### src/hw/rtl/dopc_pkg.sv
// shared types and constants for the digital output pulse controller
`timescale 1ns / 1ps

package dopc_pkg;

  // command codes carried in the op field
  typedef enum logic [2:0] {
    OP_TICK   = 3'd0,
    OP_SET    = 3'd1,
    OP_RESET  = 3'd2,
    OP_TOGGLE = 3'd3,
    OP_PULSE  = 3'd4,
    OP_DUTY   = 3'd5
  } dopc_op_e;

  // configuration register indexes
  localparam logic [1:0] CfgPwmMode    = 2'd0;
  localparam logic [1:0] CfgIsRelay    = 2'd1;
  localparam logic [1:0] CfgFullScale  = 2'd2;
  localparam logic [1:0] CfgRelayHold  = 2'd3;

  localparam logic [15:0] FullScaleRst = 16'd1000;
  localparam logic [15:0] RelayHoldRst = 16'd100;

  // duty arithmetic: 100 percent in hundredths
  localparam logic [13:0] DutyFull = 14'd10000;
  // floor(p / 10000) = floor((p >> 4) / 625), the latter by reciprocal
  // ceil(2^36 / 625), exact for p below 2^30
  localparam int unsigned DivShift = 36;
  localparam logic [26:0] DivRecip = 27'd109951163;

  localparam int unsigned InWidth  = 64;
  localparam int unsigned OutWidth = 72;

  // command fields that travel down the pipe beside the duty scaler
  typedef struct packed {
    dopc_op_e    op;
    logic [7:0]  pulse_count;
    logic [15:0] on_ms;
    logic [15:0] off_ms;
  } dopc_cmd_t;

endpackage

### src/hw/rtl/dopc_duty_scale.sv
// two-stage duty to compare-value scaler: multiply, then divide by 10000
`timescale 1ns / 1ps

module dopc_duty_scale (
  input  logic        clk_i,
  input  logic        prod_en_i,
  input  logic        quot_en_i,
  input  logic [15:0] duty_i,
  input  logic [15:0] full_scale_i,
  output logic [15:0] quot_o
);
  import dopc_pkg::*;

  logic [13:0] duty_clamped;
  logic [29:0] prod_d, prod_q;
  logic [52:0] recip_mul;
  logic [15:0] quot_q;

  // clamp to 100 percent, then scale by full scale
  assign duty_clamped = (duty_i > {2'b00, DutyFull}) ? DutyFull : duty_i[13:0];
  assign prod_d       = 30'(duty_clamped) * 30'(full_scale_i);

  // divide by 16 with a shift, by 625 with the reciprocal
  assign recip_mul = 53'(prod_q[29:4]) * 53'(DivRecip);

  always_ff @(posedge clk_i) begin
    if (prod_en_i) begin
      prod_q <= prod_d;
    end
    if (quot_en_i) begin
      quot_q <= recip_mul[DivShift+15:DivShift];
    end
  end

  assign quot_o = quot_q;

endmodule

### src/hw/rtl/digital_output_pulse_controller_core.sv
// top level of the digital output pulse controller
`timescale 1ns / 1ps
// throughput: one beat per cycle while the result stream is not stalled; the pipe is input
// register, duty product, duty quotient, then state update into the output register
// stages fill independently, so input is taken while a result waits
// reset: all channel state clears, registers return to plain output,
// non-relay, full scale 1000 and relay hold 100 ms

module digital_output_pulse_controller_core (
  input  logic                          clk_i,
  input  logic                          rst_ni,
  // config write channel
  input  logic                          cfg_valid_i,
  output logic                          cfg_ready_o,
  input  logic [1:0]                    cfg_index_i,
  input  logic [15:0]                   cfg_data_i,
  // command stream
  input  logic                          s_axis_tvalid,
  output logic                          s_axis_tready,
  // op[2:0], pulse_count[10:3], on_ms[26:11], off_ms[42:27],
  // duty_hundredths[58:43], zero fill [63:59]
  input  logic [dopc_pkg::InWidth-1:0]  s_axis_tdata,
  // result stream
  output logic                          m_axis_tvalid,
  input  logic                          m_axis_tready,
  // drive_on[0], drive_level[16:1], commanded_level[32:17], pulse_busy[33],
  // relay_cycle_count[65:34], accepted[66], zero fill [71:67]
  output logic [dopc_pkg::OutWidth-1:0] m_axis_tdata
);
  import dopc_pkg::*;

  // configuration registers
  logic        pwm_q, relay_q;
  logic [15:0] fs_q, rh_q;

  // pipe valids and enables
  logic      v1_q, v2_q, v3_q, ov_q;
  logic      en1, en2, en3, en_out, retire;
  dopc_cmd_t c1_q, c2_q, c3_q;
  logic [15:0] duty1_q;
  logic [15:0] quot;

  // channel state
  logic [15:0] cmd_q, cmd_d;
  logic [15:0] drive_q, drive_d;
  logic [15:0] hold_q, hold_d;
  logic [8:0]  steps_q, steps_d;
  logic [15:0] on_q, on_d;
  logic [15:0] off_q, off_d;
  logic [31:0] cyc_q, cyc_d;
  logic        acc_d;

  logic [OutWidth-1:0] out_q, out_d;

  // a stage loads when it is empty or its beat moves on
  assign en_out = !ov_q || m_axis_tready;
  assign en3    = !v3_q || en_out;
  assign en2    = !v2_q || en3;
  assign en1    = !v1_q || en2;
  assign retire = v3_q && en_out;

  assign s_axis_tready = en1;
  assign cfg_ready_o   = 1'b1;

  // configuration writes
  always_ff @(posedge clk_i or negedge rst_ni) begin
    if (!rst_ni) begin
      pwm_q   <= 1'b0;
      relay_q <= 1'b0;
      fs_q    <= FullScaleRst;
      rh_q    <= RelayHoldRst;
    end else if (cfg_valid_i) begin
      unique case (cfg_index_i)
        CfgPwmMode:   pwm_q   <= cfg_data_i[0];
        CfgIsRelay:   relay_q <= cfg_data_i[0];
        CfgFullScale: fs_q    <= cfg_data_i;
        CfgRelayHold: rh_q    <= cfg_data_i;
      endcase
    end
  end

  // pipe valid bits
  always_ff @(posedge clk_i or negedge rst_ni) begin
    if (!rst_ni) begin
      v1_q <= 1'b0;
      v2_q <= 1'b0;
      v3_q <= 1'b0;
      ov_q <= 1'b0;
    end else begin
      if (en1)    v1_q <= s_axis_tvalid;
      if (en2)    v2_q <= v1_q;
      if (en3)    v3_q <= v2_q;
      if (en_out) ov_q <= v3_q;
    end
  end

  // command payload beside the scaler
  always_ff @(posedge clk_i) begin
    if (en1) begin
      c1_q.op          <= dopc_op_e'(s_axis_tdata[2:0]);
      c1_q.pulse_count <= s_axis_tdata[10:3];
      c1_q.on_ms       <= s_axis_tdata[26:11];
      c1_q.off_ms      <= s_axis_tdata[42:27];
      duty1_q          <= s_axis_tdata[58:43];
    end
    if (en2) c2_q <= c1_q;
    if (en3) c3_q <= c2_q;
  end

  dopc_duty_scale u_duty_scale (
    .clk_i        (clk_i),
    .prod_en_i    (en2),
    .quot_en_i    (en3),
    .duty_i       (duty1_q),
    .full_scale_i (fs_q),
    .quot_o       (quot)
  );

  // state update for the beat leaving the last stage
  always_comb begin
    cmd_d   = cmd_q;
    drive_d = drive_q;
    hold_d  = hold_q;
    steps_d = steps_q;
    on_d    = on_q;
    off_d   = off_q;
    cyc_d   = cyc_q;
    acc_d   = 1'b1;
    case (c3_q.op)
      OP_TICK: begin
        if (hold_q != 16'd0) begin
          // hold pending: only count it down
          hold_d = hold_q - 16'd1;
        end else if (steps_q != 9'd0) begin
          // pulse train step: toggle the drive, load the next phase
          if (relay_q && drive_q == 16'd0) cyc_d = cyc_q + 32'd1;
          if (drive_q != 16'd0)  drive_d = 16'd0;
          else if (pwm_q)        drive_d = fs_q;
          else                   drive_d = 16'd1;
          hold_d  = steps_q[0] ? off_q : on_q;
          steps_d = steps_q - 9'd1;
        end else if (pwm_q) begin
          if (drive_q != cmd_q) begin
            drive_d = cmd_q;
            if (relay_q) hold_d = rh_q;
          end
        end else if ((cmd_q != 16'd0) != (drive_q != 16'd0)) begin
          // plain output follows the command by nonzero-ness
          drive_d = {15'd0, cmd_q != 16'd0};
          cmd_d   = {15'd0, cmd_q != 16'd0};
          if (relay_q && cmd_q != 16'd0) cyc_d = cyc_q + 32'd1;
          if (relay_q) hold_d = rh_q;
        end
      end
      OP_SET: begin
        cmd_d = pwm_q ? fs_q : 16'd1;
      end
      OP_RESET: begin
        cmd_d = 16'd0;
        if (!pwm_q && relay_q && cmd_q != 16'd0) hold_d = rh_q;
      end
      OP_TOGGLE: begin
        if (cmd_q != 16'd0) cmd_d = 16'd0;
        else                cmd_d = pwm_q ? fs_q : 16'd1;
      end
      OP_PULSE: begin
        if (relay_q && (c3_q.on_ms < rh_q || c3_q.off_ms < rh_q)) begin
          acc_d = 1'b0;
        end else begin
          steps_d = {c3_q.pulse_count, 1'b0};
          on_d    = c3_q.on_ms;
          off_d   = c3_q.off_ms;
        end
      end
      OP_DUTY: begin
        if (!pwm_q) acc_d = 1'b0;
        else        cmd_d = quot;
      end
      default: begin
        // unused codes leave the state alone
      end
    endcase
  end

  always_comb begin
    out_d        = '0;
    out_d[0]     = drive_d != 16'd0;
    out_d[16:1]  = drive_d;
    out_d[32:17] = cmd_d;
    out_d[33]    = steps_d != 9'd0;
    out_d[65:34] = cyc_d;
    out_d[66]    = acc_d;
  end

  always_ff @(posedge clk_i or negedge rst_ni) begin
    if (!rst_ni) begin
      cmd_q   <= '0;
      drive_q <= '0;
      hold_q  <= '0;
      steps_q <= '0;
      on_q    <= '0;
      off_q   <= '0;
      cyc_q   <= '0;
    end else if (retire) begin
      cmd_q   <= cmd_d;
      drive_q <= drive_d;
      hold_q  <= hold_d;
      steps_q <= steps_d;
      on_q    <= on_d;
      off_q   <= off_d;
      cyc_q   <= cyc_d;
    end
  end

  // result register
  always_ff @(posedge clk_i) begin
    if (retire) out_q <= out_d;
  end

  assign m_axis_tvalid = ov_q;
  assign m_axis_tdata  = out_q;

  // cycle counter only ever steps by one
  a_cyc_step: assert property (@(posedge clk_i) disable iff (!rst_ni)
    cyc_q != $past(cyc_q) |-> cyc_q == $past(cyc_q) + 32'd1)
    else $error("relay cycle counter jumped");

  // channel state moves only when a beat retires
  a_state_hold: assert property (@(posedge clk_i) disable iff (!rst_ni)
    !retire |=> $stable(cmd_q) && $stable(drive_q) && $stable(hold_q) &&
                $stable(steps_q) && $stable(cyc_q))
    else $error("channel state changed without a retiring beat");

  // a tick during a pending hold only counts the hold down
  a_hold_tick: assert property (@(posedge clk_i) disable iff (!rst_ni)
    retire && c3_q.op == OP_TICK && hold_q != 16'd0 |=>
      hold_q == $past(hold_q) - 16'd1 && $stable(drive_q) && $stable(steps_q))
    else $error("tick during hold did more than count down");

endmodule
### config.mk
export PLATFORM = sky130hd
export DESIGN_NAME = digital_output_pulse_controller_core
export DESIGN_NICKNAME = d
export VERILOG_FILES = /design/src/hw/rtl/dopc_pkg.sv /design/src/hw/rtl/dopc_duty_scale.sv /design/src/hw/rtl/digital_output_pulse_controller_core.sv
export SDC_FILE = /design/constraint.sdc
export NUM_CORES = 2
export LEC_CHECK = 0
export ABC_AREA = 1
export BUFFER_PORTS_ARGS = -buffer_cell sky130_fd_sc_hd__buf_2
export CORE_ASPECT_RATIO = 0.5
export CORE_MARGIN = 5
export CORE_UTILIZATION = 50
export CTS_CLUSTER_DIAMETER = 30
export DETAILED_ROUTE_END_ITERATION = 7
export PLACE_DENSITY_LB_ADDON = 0.15
export SYNTH_ARGS = -nofsm -noshare
export SYNTH_HDL_FRONTEND = slang
export SYNTH_HIERARCHICAL = 1
export SYNTH_SLANG_ARGS = --single-unit
### constraint.sdc
create_clock -name clk_i -period 6.2 [get_ports clk_i]
set_input_delay 0.93 -clock clk_i [delete_from_list [all_inputs] [get_ports clk_i]]
set_output_delay 0.93 -clock clk_i [all_outputs]
set_load 0.01 [all_outputs]
==> metrics.md <==
| Metric | Value |
|---|---|
| Via/cell ratio | 5.22 |
| Total clock sinks | 413 |
| Share of the synthesized area in the top cell type | 23.7% |
| Final setup margin | -0.0768 ns |
| Failing checks | setup timing |
| Clock buffer count from CTS | 75 |
| Most common cell after layout, fill and taps aside | inv_1 |
| Instance count of the mapped netlist | 4,250 |
| Initial antenna violation count | 3 |
| Synth Area per Inst | 9.23 sq um |
| Layout cells sized above 1 | 23.1% |
| Vias in the first global route | 32.4k |
| Area contributors post-synth | fa_1 24%, edfxtp_1 19%, ha_1 12% |
| Placed cell count | 5,687 |
| DRT Pass-1 Iters | 8 |
| Final ANT Viol Nets | 0 |
| Horiz. Die Dim | 406 microns |
| Core box area | 77,600 sq um |
| Total GRT Usage | 27.1% |
| Largest net degree at the start of global routing | 105 |
| Skew-Pair Late Insertion Delay | 0.63 ns |
| Non-filler instance count after layout | 5,880 |
| Worst reg2reg path depth | 22 |
| Setup Skew | 0.0516 ns |
| Chip height | 208 microns |
| Final setup viols | 11 |
| Util after Layout | 62.6% |
| CTS tree | yes |
| Asr flop ratio synth | 38.5% |
| Global-route wire length before repair | 179,000 microns |
| Commonest cells after routing, fill and taps aside | 899 x inv_1, 680 x nand2_1, 437 x fa_1, 360 x buf_4, 346 x ha_1 |
| Gr ovfl total | 0 |
| Clock slew at reported path FFs | 0.06 ns |
| Clock buffer depth | 3 |
| Register bit total from synthesis | 413 |
| Iteration-0 DRC Markers | 2,380 |
| Synth area leader | fa_1 |
| RSZ-0062 raised after global routing | yes |
| Slew HR | 9.01% |
| Top FF cell, synth | edfxtp_1 |
| Post-layout min period | 6.28 ns |
| Fillcell total | 6,513 |
| Final hold violations | 0 |
| Post-Route WL | 113,000 microns |
| Drt drc | 0 |
| Clock tree root buffer cell | clkbuf_16 |
| Post-synth EDFFs | 254 |
| Syn-to-layout area delta | 23.8% |
| I/O Buffers | 150 |
| Tcrit/Tclk final | 101% |
| Final #Nets | 5,711 |
| Max Cap Violations | 0 |
| WL/cell | 19.2 microns |
| Post-Syn Area | 39,200 sq um |
| Worst Max-Slew Pin Slew | 1.36 ns |
| Fin. max-slew vios | 0 |
| Crit-path max FO | 5 |
| Setup crit end kind | register |
| Gpl congestion | 0.964 |
| Sequential share of the synthesized area | 29.6% |
| Row count | 72 |
| Die ar. | 84,500 sq um |
| Worst Path Arrival | 6.59 ns |
| Post-synth cell types | 66 |
| Initial core utilization | 50.6% |
| Setup crit start kind | register |
| Kind of critical path | register to register |
| Ys Warns | 6 |
| Footprint of the multi-input gates | 25,300 sq um |
| Max Clock Freq | 159 MHz |
| Crit path required time | 6.52 ns |
| Worst Hold Class | primary input to async pin |
| CTS H-Tree Depth | 3 |
| Status | finished, violations left |
| IO Count | 162 |
| Storage element area | 11,600 sq um |
| Post-DP HPWL | 91,300 microns |
| Vias | 30.7k |
state kept, by name, indices dropped and copies added (netlist names), 16 cells and up:
| signal | flops |
|---|---|
| fs_q | 16 |
| off_q | 16 |
| u_duty_scale/quot_o | 16 |
| c1_q | 43 |
| cmd_q | 16 |
| u_duty_scale/prod_q | 26 |
| duty1_q | 16 |
| m_axis_tdata | 67 |
| c2_q | 43 |
| c3_q | 43 |
| on_q | 16 |
| drive_q | 16 |
| cyc_q | 32 |
| hold_q | 16 |
| rh_q | 16 |
worst paths after layout:
path                       slack, ns                    start                     end
hold reg to reg                 0.39                 c2_q[34]                c3_q[34]
max in group asynchronous       4.77                   rst_ni                off_q[0]
setup / recovery               -0.08  u_duty_scale/prod_q[18]  u_duty_scale/quot_o[8]
hold / removal                  0.28                   rst_ni               cyc_q[18]
setup reg to reg               -0.08  u_duty_scale/prod_q[18]  u_duty_scale/quot_o[8]
min in group clk_i              0.39                 c2_q[34]                c3_q[34]
Yosys cell counts (5+ instances only):
cell,number
inv_1,952
nand2_1,722
fa_1,465
ha_1,380
nor2_1,302
edfxtp_1,254
o21ai_0,212
dfrtp_1,150
a21oi_1,143
nand3_1,123
xor2_1,55
clkbuf_1,54
nand4_1,44
nor3_1,33
o21ai_1,32
xnor2_1,25
o211ai_1,23
inv_2,20
a31oi_1,18
buf_1,18
buf_2,18
nand2_2,17
mux2_2,16
a21o_1,14
a41oi_1,13
nor4_1,13
o21a_1,13
dfstp_2,9
nor2_2,9
nor2_4,9
buf_4,7
nand2_4,7
o21bai_1,7
or2_2,5
routing by layer:
layer | vias up | GRT usage, % | share of wire (%)
met1 | 15200 | 36.8 | 43
li1 | 14400 | - | -
met3 | 203 | 3.34 | 5.3
met4 | 0 | 8.70 | 3.5
met5 | - | 0 | 0
met2 | 894 | 45.7 | 48
worst max-delay path: stages (launching register included):
cell	delay, ns
edfxtp_1	0.47
buf_6	0.16
fa_1	0.51
fa_1	0.51
inv_2	0.04
fa_1	0.58
fa_2	0.47
fa_1	0.53
inv_2	0.04
fa_1	0.53
inv_2	0.05
fa_1	0.50
inv_2	0.05
ha_4	0.27
a21oi_2	0.16
inv_2	0.09
a31oi_4	0.20
nand2_2	0.11
a31oi_1	0.19
nand2_1	0.09
a21oi_2	0.13
o21ai_2	0.12
xor2_2	0.18
per-stage QoR:
step	TNS [ns]	instance area [sq um]	setup slack (ns)	hold slack, ns
6_report	-0.383	48600	-0.0768	0.283
3_3_place_gp	-4.50	43500	-0.285	0.400
3_5_place_dp	-4.83	43500	-0.308	0.405
2_1_floorplan	0	39200	0.0930	0.400
4_1_cts	-0.159	47100	-0.0301	0.275
5_1_grt	-6.53	48600	-0.336	0.313
layout make-up:
class,count,area share (%)
inverter,976,7.57
multi-input combinational,2766,52.1
antenna,3,0.0155
timing repair buffer,547,8.04
tap,1036,2.67
clock inverter,58,1.67
clock buffer,81,4.00
sequential,413,23.9
timing repair:
item / 4_1_cts / 5_1_grt
resized for setup: 165 / 302
gates cloned: 1 / 0
pin swaps: 82 / 127
endpoints found under the setup margin: 36 / 37
buffers inserted: 24 / 36
hold buffers: 0 / 0
kinds of logic after synthesis:
logic type               synth area share [%]
AND/OR/NAND/NOR                          14.5
AO/OA/AOI/OAI                            7.25
buffers and inverters                    10.4
other                                  0.0191
adder cells (fa/ha/maj)                  35.8
flip-flops                               29.6
XOR/XNOR                                 1.91
multiplexers                            0.459
Power is not shown: default switching activity piles up to over one toggle a cycle in this logic, so the estimate is an artifact.
